## config.mk

```make
export PLATFORM = sky130hd
export DESIGN_NAME = priority_level_dispatcher
export DESIGN_NICKNAME = d
export VERILOG_FILES = /design/src/rtl/pld_pkg.sv /design/src/rtl/pld_ram.sv /design/src/rtl/pld_cmdq.sv /design/src/rtl/pld_front.sv /design/src/rtl/pld_back.sv /design/src/rtl/priority_level_dispatcher.sv
export SDC_FILE = /design/constraint.sdc
export NUM_CORES = 2
export LEC_CHECK = 0
export BUFFER_PORTS_ARGS = -buffer_cell sky130_fd_sc_hd__buf_2
export CORE_ASPECT_RATIO = 1.25
export CORE_UTILIZATION = 30
export CTS_CLUSTER_SIZE = 24
export DETAILED_ROUTE_END_ITERATION = 16
export GPL_ROUTABILITY_DRIVEN = 0
export PLACE_DENSITY = 0.53
export SLEW_MARGIN = 20
export SYNTH_ARGS = -nofsm -noshare
export SYNTH_HDL_FRONTEND = slang
export SYNTH_SLANG_ARGS = --single-unit
export TNS_END_PERCENT = 30
```

## constraint.sdc

```tcl
create_clock -name clk_i -period 5.2 [get_ports clk_i]
set_input_delay 0.78 -clock clk_i [delete_from_list [all_inputs] [get_ports clk_i]]
set_output_delay 0.78 -clock clk_i [all_outputs]
set_load 0.05 [all_outputs]
```

## src/rtl/pld_pkg.sv

```systemverilog
// shared types and constants of the priority level dispatcher
package pld_pkg;

  // command codes as they arrive in the opcode field
  typedef enum logic [1:0] {
    CMD_ENQ  = 2'd0,
    CMD_DISP = 2'd1,
    CMD_CMPL = 2'd2,
    CMD_NOP  = 2'd3
  } cmd_e;

  // result status codes
  typedef enum logic [1:0] {
    ST_OK     = 2'd0,
    ST_FULL   = 2'd1,
    ST_EMPTY  = 2'd2,
    ST_NOSLOT = 2'd3
  } status_e;

  // level as carried between front and back, wide enough for the largest level count
  localparam int unsigned LVL_W = 5;

  // depth of the command queue between front and back
  localparam int unsigned CMDQ_DEPTH = 2;

  // classified command handed from front to back
  typedef struct packed {
    cmd_e             op;
    logic [LVL_W-1:0] level;
    logic [7:0]       tag;
    logic [3:0]       slot;
  } cmd_t;

  // one result item
  typedef struct packed {
    status_e    status;
    logic [7:0] tag;
    logic [3:0] slot;
    logic [3:0] level;
  } res_t;

endpackage

```

## src/rtl/pld_ram.sv

```systemverilog
// generic single write port ram with registered read
module pld_ram #(
  parameter int unsigned WIDTH = 8,
  parameter int unsigned DEPTH = 256
) (
  input  logic                     clk_i,
  input  logic                     we_i,
  input  logic [$clog2(DEPTH)-1:0] waddr_i,
  input  logic [WIDTH-1:0]         wdata_i,
  input  logic                     re_i,
  input  logic [$clog2(DEPTH)-1:0] raddr_i,
  output logic [WIDTH-1:0]         rdata_o
);

  logic [WIDTH-1:0] mem_q [DEPTH];
  logic [WIDTH-1:0] rdata_q;

  always_ff @(posedge clk_i) begin
    if (we_i) begin
      mem_q[waddr_i] <= wdata_i;
    end
    if (re_i) begin
      rdata_q <= mem_q[raddr_i];
    end
  end

  assign rdata_o = rdata_q;

endmodule

```

## src/rtl/pld_cmdq.sv

```systemverilog
// short command queue between front and back
module pld_cmdq #(
  parameter int unsigned WIDTH = 8,
  parameter int unsigned DEPTH = 2
) (
  input  logic             clk_i,
  input  logic             rst_ni,
  input  logic             push_i,
  input  logic [WIDTH-1:0] din_i,
  output logic             full_o,
  input  logic             pop_i,
  output logic [WIDTH-1:0] dout_o,
  output logic             empty_o
);

  localparam int unsigned PW = (DEPTH > 1) ? $clog2(DEPTH) : 1;
  localparam int unsigned CW = $clog2(DEPTH + 1);

  logic [WIDTH-1:0] entry_q [DEPTH];
  logic [PW-1:0]    wr_ptr_q, wr_ptr_d;
  logic [PW-1:0]    rd_ptr_q, rd_ptr_d;
  logic [CW-1:0]    cnt_q, cnt_d;
  logic             do_push, do_pop;

  assign full_o  = (cnt_q == CW'(DEPTH));
  assign empty_o = (cnt_q == '0);
  assign do_push = push_i && !full_o;
  assign do_pop  = pop_i && !empty_o;
  assign dout_o  = entry_q[rd_ptr_q];

  always_comb begin
    wr_ptr_d = wr_ptr_q;
    rd_ptr_d = rd_ptr_q;
    cnt_d    = cnt_q;
    if (do_push) begin
      wr_ptr_d = (wr_ptr_q == PW'(DEPTH - 1)) ? '0 : wr_ptr_q + 1'b1;
    end
    if (do_pop) begin
      rd_ptr_d = (rd_ptr_q == PW'(DEPTH - 1)) ? '0 : rd_ptr_q + 1'b1;
    end
    if (do_push && !do_pop) begin
      cnt_d = cnt_q + 1'b1;
    end else if (do_pop && !do_push) begin
      cnt_d = cnt_q - 1'b1;
    end
  end

  always_ff @(posedge clk_i or negedge rst_ni) begin
    if (!rst_ni) begin
      wr_ptr_q <= '0;
      rd_ptr_q <= '0;
      cnt_q    <= '0;
    end else begin
      wr_ptr_q <= wr_ptr_d;
      rd_ptr_q <= rd_ptr_d;
      cnt_q    <= cnt_d;
    end
  end

  always_ff @(posedge clk_i) begin
    if (do_push) begin
      entry_q[wr_ptr_q] <= din_i;
    end
  end

endmodule

```

## src/rtl/pld_front.sv

```systemverilog
// front end: unpacks input items, decodes the opcode and works out the target level
module pld_front #(
  parameter int unsigned LEVELS = 9
) (
  input  logic           s_axis_tvalid_i,
  output logic           s_axis_tready_o,
  input  logic [23:0]    s_axis_tdata_i,
  input  logic           q_full_i,
  output logic           q_push_o,
  output pld_pkg::cmd_t  q_cmd_o
);

  logic [1:0] opcode;
  logic [2:0] process_priority;
  logic [2:0] thread_priority;
  logic [3:0] prio_sum;

  assign opcode           = s_axis_tdata_i[1:0];
  assign process_priority = s_axis_tdata_i[4:2];
  assign thread_priority  = s_axis_tdata_i[7:5];
  assign prio_sum         = {1'b0, process_priority} + {1'b0, thread_priority};

  assign s_axis_tready_o = !q_full_i;
  assign q_push_o        = s_axis_tvalid_i && !q_full_i;

  always_comb begin
    q_cmd_o.tag  = s_axis_tdata_i[15:8];
    q_cmd_o.slot = s_axis_tdata_i[19:16];
    // sums above the top level saturate
    if (32'(prio_sum) > LEVELS - 1) begin
      q_cmd_o.level = pld_pkg::LVL_W'(LEVELS - 1);
    end else begin
      q_cmd_o.level = pld_pkg::LVL_W'(prio_sum);
    end
    // every opcode value has a command code
    q_cmd_o.op = pld_pkg::cmd_e'(opcode);
  end

endmodule

```

## src/rtl/pld_back.sv

```systemverilog
// back end: level fifos, core slot tracking and the result register
module pld_back #(
  parameter int unsigned LEVELS      = 9,
  parameter int unsigned QUEUE_DEPTH = 16,
  parameter int unsigned SLOTS       = 10
) (
  input  logic           clk_i,
  input  logic           rst_ni,
  input  logic           q_empty_i,
  input  pld_pkg::cmd_t  q_cmd_i,
  output logic           q_pop_o,
  output logic           res_valid_o,
  output pld_pkg::res_t  res_o,
  input  logic           res_ready_i
);

  localparam int unsigned LW    = $clog2(LEVELS);
  localparam int unsigned QW    = $clog2(QUEUE_DEPTH);
  localparam int unsigned CW    = $clog2(QUEUE_DEPTH + 1);
  localparam int unsigned SW    = (SLOTS > 1) ? $clog2(SLOTS) : 1;
  localparam int unsigned AW    = LW + QW;
  localparam int unsigned DEPTH = LEVELS << QW;

  localparam logic S_EXEC  = 1'b0;
  localparam logic S_FETCH = 1'b1;

  logic          state_q, state_d;
  logic [QW-1:0] head_q  [LEVELS];
  logic [QW-1:0] head_d  [LEVELS];
  logic [CW-1:0] count_q [LEVELS];
  logic [CW-1:0] count_d [LEVELS];
  logic [SLOTS-1:0] busy_q, busy_d;
  logic [LW-1:0] disp_lvl_q, disp_lvl_d;
  logic [SW-1:0] disp_slot_q, disp_slot_d;
  logic          res_valid_q, res_valid_d;
  pld_pkg::res_t res_q, res_d;

  logic          out_free;
  logic          any_ne, any_free;
  logic [LW-1:0] top_lvl;
  logic [SW-1:0] free_slot;
  logic [LW-1:0] enq_lvl;
  logic [CW:0]   pos_sum;
  logic [QW-1:0] enq_pos;
  logic [SW+3:0] cmpl_slot;

  logic          ram_we, ram_re;
  logic [AW-1:0] ram_waddr, ram_raddr;
  logic [7:0]    ram_rdata;

  pld_ram #(
    .WIDTH (8),
    .DEPTH (DEPTH)
  ) u_level_store (
    .clk_i   (clk_i),
    .we_i    (ram_we),
    .waddr_i (ram_waddr),
    .wdata_i (q_cmd_i.tag),
    .re_i    (ram_re),
    .raddr_i (ram_raddr),
    .rdata_o (ram_rdata)
  );

  assign out_free = !res_valid_q || res_ready_i;

  // highest non-empty level
  always_comb begin
    any_ne  = 1'b0;
    top_lvl = '0;
    for (int l = 0; l < LEVELS; l++) begin
      if (count_q[l] != '0) begin
        any_ne  = 1'b1;
        top_lvl = LW'(l);
      end
    end
  end

  // lowest free slot
  always_comb begin
    any_free  = 1'b0;
    free_slot = '0;
    for (int s = SLOTS - 1; s >= 0; s--) begin
      if (!busy_q[s]) begin
        any_free  = 1'b1;
        free_slot = SW'(s);
      end
    end
  end

  // tail position of the target level
  assign enq_lvl   = q_cmd_i.level[LW-1:0];
  assign pos_sum   = (CW+1)'(head_q[enq_lvl]) + (CW+1)'(count_q[enq_lvl]);
  assign enq_pos   = (32'(pos_sum) >= QUEUE_DEPTH) ? QW'(pos_sum - (CW+1)'(QUEUE_DEPTH))
                                                   : QW'(pos_sum);
  assign cmpl_slot = {{SW{1'b0}}, q_cmd_i.slot};

  always_comb begin
    state_d     = state_q;
    head_d      = head_q;
    count_d     = count_q;
    busy_d      = busy_q;
    disp_lvl_d  = disp_lvl_q;
    disp_slot_d = disp_slot_q;
    res_valid_d = res_valid_q && !res_ready_i;
    res_d       = res_q;
    q_pop_o     = 1'b0;
    ram_we      = 1'b0;
    ram_re      = 1'b0;
    ram_waddr   = {enq_lvl, enq_pos};
    ram_raddr   = {top_lvl, head_q[top_lvl]};

    unique case (state_q)
      S_EXEC: begin
        if (!q_empty_i && out_free) begin
          q_pop_o     = 1'b1;
          res_d       = '{status: pld_pkg::ST_OK, tag: '0, slot: '0, level: '0};
          res_valid_d = 1'b1;
          unique case (q_cmd_i.op)
            pld_pkg::CMD_ENQ: begin
              res_d.level = 4'(q_cmd_i.level);
              if (32'(count_q[enq_lvl]) >= QUEUE_DEPTH) begin
                res_d.status = pld_pkg::ST_FULL;
              end else begin
                ram_we           = 1'b1;
                count_d[enq_lvl] = count_q[enq_lvl] + 1'b1;
              end
            end
            pld_pkg::CMD_DISP: begin
              if (!any_ne) begin
                res_d.status = pld_pkg::ST_EMPTY;
              end else if (!any_free) begin
                res_d.status = pld_pkg::ST_NOSLOT;
              end else begin
                // read the head entry; the result is built from it in the fetch state
                ram_re      = 1'b1;
                res_valid_d = 1'b0;
                disp_lvl_d  = top_lvl;
                disp_slot_d = free_slot;
                state_d     = S_FETCH;
              end
            end
            pld_pkg::CMD_CMPL: begin
              if (32'(q_cmd_i.slot) < SLOTS) begin
                busy_d[cmpl_slot[SW-1:0]] = 1'b0;
              end
            end
            default: begin
            end
          endcase
        end
      end
      default: begin
        if (out_free) begin
          res_d = '{status: pld_pkg::ST_OK, tag: ram_rdata, slot: 4'(disp_slot_q),
                    level: 4'(disp_lvl_q)};
          res_valid_d = 1'b1;
          head_d[disp_lvl_q]  = (32'(head_q[disp_lvl_q]) == QUEUE_DEPTH - 1) ? '0
                                : head_q[disp_lvl_q] + 1'b1;
          count_d[disp_lvl_q] = count_q[disp_lvl_q] - 1'b1;
          busy_d[disp_slot_q] = 1'b1;
          state_d = S_EXEC;
        end
      end
    endcase
  end

  always_ff @(posedge clk_i or negedge rst_ni) begin
    if (!rst_ni) begin
      state_q     <= S_EXEC;
      busy_q      <= '0;
      res_valid_q <= 1'b0;
      for (int l = 0; l < LEVELS; l++) begin
        head_q[l]  <= '0;
        count_q[l] <= '0;
      end
    end else begin
      state_q     <= state_d;
      busy_q      <= busy_d;
      res_valid_q <= res_valid_d;
      head_q      <= head_d;
      count_q     <= count_d;
    end
  end

  always_ff @(posedge clk_i) begin
    disp_lvl_q  <= disp_lvl_d;
    disp_slot_q <= disp_slot_d;
    res_q       <= res_d;
  end

  assign res_valid_o = res_valid_q;
  assign res_o       = res_q;

endmodule

```

## src/rtl/priority_level_dispatcher.sv

```systemverilog
// top level of the priority level dispatcher
// Scheduler block holding LEVELS fifos of thread tags (higher level is more
// urgent) and a busy bit per core slot. Each input item yields exactly one
// result item. An item first lands in a two-entry command queue; the back end
// then takes one command at a time. Enqueue, complete and the unused opcode
// finish in the exec state; a successful dispatch first reads the head tag
// from the level store and then retires it in the fetch state, and the back
// end takes no new command until then, as the level store has a registered
// read. The level store is a ram of LEVELS times the next power of two of
// QUEUE_DEPTH tags and needs no clearing after reset; the per-level head and
// count and the slot busy bits are flops cleared by reset.
// Enqueue saturates the level at LEVELS-1 and drops the item with queue_full
// when that fifo is full. Dispatch reports empty before no_free_slot and then
// changes nothing. Complete of a slot index at or above SLOTS is ignored.
module priority_level_dispatcher #(
  parameter int unsigned LEVELS      = 9,
  parameter int unsigned QUEUE_DEPTH = 16,
  parameter int unsigned SLOTS       = 10
) (
  input  logic        clk_i,
  input  logic        rst_ni,
  // input item channel
  input  logic        s_axis_tvalid_i,
  output logic        s_axis_tready_o,
  // opcode[1:0], process_priority[4:2], thread_priority[7:5],
  // thread_tag[15:8], slot_index[19:16], zero[23:20]
  input  logic [23:0] s_axis_tdata_i,
  // result item channel
  output logic        m_axis_tvalid_o,
  input  logic        m_axis_tready_i,
  // status_code[1:0], out_tag[9:2], out_slot[13:10], out_level[17:14],
  // zero[23:18]
  output logic [23:0] m_axis_tdata_o
);

  // front to queue
  logic          q_push;
  logic          q_full;
  pld_pkg::cmd_t q_cmd_in;

  // queue to back
  logic          q_pop;
  logic          q_empty;
  pld_pkg::cmd_t q_cmd_out;

  // back result register
  pld_pkg::res_t res;

  pld_front #(
    .LEVELS (LEVELS)
  ) u_front (
    .s_axis_tvalid_i (s_axis_tvalid_i),
    .s_axis_tready_o (s_axis_tready_o),
    .s_axis_tdata_i  (s_axis_tdata_i),
    .q_full_i        (q_full),
    .q_push_o        (q_push),
    .q_cmd_o         (q_cmd_in)
  );

  // decouples acceptance from execution so the front keeps taking items
  // while the back end is busy with a dispatch
  pld_cmdq #(
    .WIDTH ($bits(pld_pkg::cmd_t)),
    .DEPTH (pld_pkg::CMDQ_DEPTH)
  ) u_cmdq (
    .clk_i   (clk_i),
    .rst_ni  (rst_ni),
    .push_i  (q_push),
    .din_i   (q_cmd_in),
    .full_o  (q_full),
    .pop_i   (q_pop),
    .dout_o  (q_cmd_out),
    .empty_o (q_empty)
  );

  pld_back #(
    .LEVELS      (LEVELS),
    .QUEUE_DEPTH (QUEUE_DEPTH),
    .SLOTS       (SLOTS)
  ) u_back (
    .clk_i       (clk_i),
    .rst_ni      (rst_ni),
    .q_empty_i   (q_empty),
    .q_cmd_i     (q_cmd_out),
    .q_pop_o     (q_pop),
    .res_valid_o (m_axis_tvalid_o),
    .res_o       (res),
    .res_ready_i (m_axis_tready_i)
  );

  // result packing, status in the low bits
  assign m_axis_tdata_o = {6'b0, res.level, res.slot, res.tag, res.status};

endmodule

```

==> run metrics <==
status=finished, violations left; failing checks=setup timing; CP Data Required Time=5.71 ns; Worst Skew=0.0444 ns; Starting Density=30.2%; Worst slew margin=22.3%; synthesized cell area=54,200 um2; worst r2r dst=u_back.u_level_store.rdata_o[5]; Synth area leaders=edfxtp_1, mux4_2, dfrtp_1; io pins=54; Post-route DRC=0; Hold Violations, Final=0; Yosys cell types=75; hold crit path type=in2async; Post-CTS Hold Fix Bufs=0; unrepaired setup endpoints after global routing=yes; routed wire length=~160 mm; grt ovf=0; initial antenna violation count=5; WP data arrival=5.74 ns; met3 Track Usage GR=2.13%; Die ar.=between 150,000 and 200,000 um2; Clk Latency, worst-skew pair=0.79 ns; Synth Register Bits=1,319; WL/cell=25.5 um; CTS tree=yes; clk slew on worst S/H paths=~0.070 ns; worst slew pin tran=approximately 1.2 ns; CTS root buf=clkbuf_16; FP Rows=174; most used routing layer=met2; Max Cap Viol=0; most frequent cells after synthesis=edfxtp_1, nand2_1, nor2_1, mux4_2, mux2i_1; First-pass DRT Iterations=8; Critical Path End=u_back.u_level_store.rdata_o[5]; fmax=about 190 MHz; post-synth top area cell=edfxtp_1; worst-case reg-to-reg path depth=17; reg2reg start=u_back.count_q[16]; Tcrit/Tclk final=101%; Seq/Total Area, Yosys=72.2%; antenna viol nets, final=0; Post-synth EDFFs=1,222; Final Critical Period=approximately 5.2 ns; Setup crit start=u_back.count_q[16]; first-pass GRT wire length=228 mm; H-tree level count=3; met1 Use GR=21.1%; largest net degree at the start of global routing=145; IO buf count=43; post-route setup slack=-0.0313 ns; layout cells sized above 1=24.1%; core area=180,000 um2; Setup CP Type=reg2reg; synth-to-layout area growth=18.3%; post-synth top area share=between 60 and 70%; Vias=32,000; crit path launch type=register; Via-to-Cell Ratio=5.17; die width=382 um; Cells after Synth=~3,400; most common cell in the netlist=edfxtp_1; global-route usage over all layers=17.1%; DPL Wire Length=104 mm; Clock Path Buffers=3; Vert. Die Dim=477 um; Mean Syn Cell Area=16.2 um2; Num CTS Buffers=121; endpoints failing setup=1; Worst setup EP type=register; Nets=3,743; vias in the first global route=32,400; Primary FF master, synth=edfxtp_1; 1st-iter DRT viols=around 3,000; Crit Path Max Fanout=10; FFs w/ async S/R, synth=7.35%; synth warn=0; final setup TNS=-0.0313 ns; R2R Setup Slk=-0.03 ns; Max Slew Vio Count=0; clk sinks=around 1,300; GR Util met2=30.0%
worst min-delay path by stage:
stage                 startpoint                    end  slack (ns)  cells after the start
2_1_floorplan    u_cmdq.wr_ptr_q        u_cmdq.wr_ptr_q        0.46                      1
3_3_place_gp     u_cmdq.wr_ptr_q        u_cmdq.wr_ptr_q        0.49                      1
3_5_place_dp     u_cmdq.wr_ptr_q        u_cmdq.wr_ptr_q        0.50                      1
4_1_cts                   rst_ni      u_back.count_q[8]        0.13                      1
5_1_grt        s_axis_tdata_i[0]  u_cmdq.entry_q[1][16]        0.18                      1
6_report                  rst_ni     u_back.res_valid_o        0.13                      1
layer usage:
| layer | share of wire [%] | vias to the layer above |
|---|---|---|
| met3 | 5.2 | 276 |
| met5 | 0.017 | - |
| met4 | 3.8 | 4 |
| met1 | 40 | 16700 |
| li1 | - | 14000 |
| met2 | 51 | 1067 |
area by class of cell:
| type | instances | area, um2 |
|---|---|---|
| Antenna cell | 1 | 2.50 |
| Clock buffer | 140 | 3120 |
| Clock inverter | 88 | 1040 |
| Fill cell | 17000 | 115000 |
| Inverter | 23 | 86.3 |
| Multi-Input combinational cell | 1813 | 14200 |
| Sequential cell | 1319 | 39100 |
| Tap cell | 2376 | 2970 |
| Timing Repair Buffer | 425 | 3540 |
registers in the layout, indices dropped and copies added, names as in the netlist:
signal / flops
u_cmdq.cnt_q: 2
u_back.u_level_store.mem_q: 1152
u_cmdq.wr_ptr_q: 1
u_back.res_o: 18
u_back.disp_slot_q: 4
u_back.head_q: 36
u_back.u_level_store.rdata_o: 8
u_cmdq.entry_q: 36
u_back.busy_q: 10
u_back.count_q: 45
u_back.state_q: 1
u_back.disp_lvl_q: 4
u_cmdq.rd_ptr_q: 1
u_back.res_valid_o: 1
repair_timing:
action                                  in CTS  in global routing
buffers inserted                             0                  0
gates resized for setup                      1                 28
endpoints found under the setup margin       1                182
worst max-delay path: stages (launching register included):
cell	delay, ns
dfrtp_1	0.42
or4_1	0.59
or2_1	0.31
a21oi_2	0.35
o21ai_2	0.21
and3_1	0.24
a311o_1	0.27
o211ai_1	0.44
buf_12	0.23
or2_1	0.32
a221oi_1	0.16
buf_4	0.16
nor3_1	0.30
buf_4	0.19
a211oi_1	0.07
buf_4	0.16
nor4_1	0.41
o21ai_1	0.12
cells by family (layout without fill, tap and decap cells):
kind of cell    after synthesis  count (layout)  share of synthesized area (%)
flops                      1319            1319                           72.2
simple gates                883             883                           7.14
compound gates              503             503                           6.50
mux                         392             392                           11.6
buf+inv                     225             676                           1.96
xor+xnor                     17              17                          0.275
fa+ha+maj                    12              12                          0.305
other cells                   1               7                        0.00692
through the flow:
| stage | hold slack (ns) | utilization (%) | setup slack [ns] | std cells | instance area, um2 |
|---|---|---|---|---|---|
| CTS | 0.133 | 35.7 | 0.0112 | 6184 | 64100 |
| floorplan | 0.461 | - | 0.257 | 3357 | 54200 |
| global route | 0.178 | 35.7 | -0.0513 | 6185 | 64100 |
| finish | 0.131 | 35.7 | -0.0313 | 6185 | 64100 |
| detailed placement | 0.498 | 33.3 | 0.0153 | 5956 | 59900 |
| global placement | 0.493 | 33.3 | -0.0146 | 5956 | 59900 |
placed cells by master, fill, tap and decap left out, drive strengths merged, types with 22 or more instances in the layout:
cell / count
edfxtp: 1222
nand2: 409
and3: 26
mux2: 54
o21ai: 61
nor2: 199
clkbuf: 140
o22ai: 45
a22o: 49
a221oi: 55
nand3: 133
a22oi: 54
inv: 28
and2: 22
clkinv: 59
dfrtp: 97
buf: 425
a21oi: 114
mux2i: 153
nor3: 25
mux4: 185
Power is not shown: default switching activity piles up to over one toggle a cycle in this logic, so the estimate is an artifact.
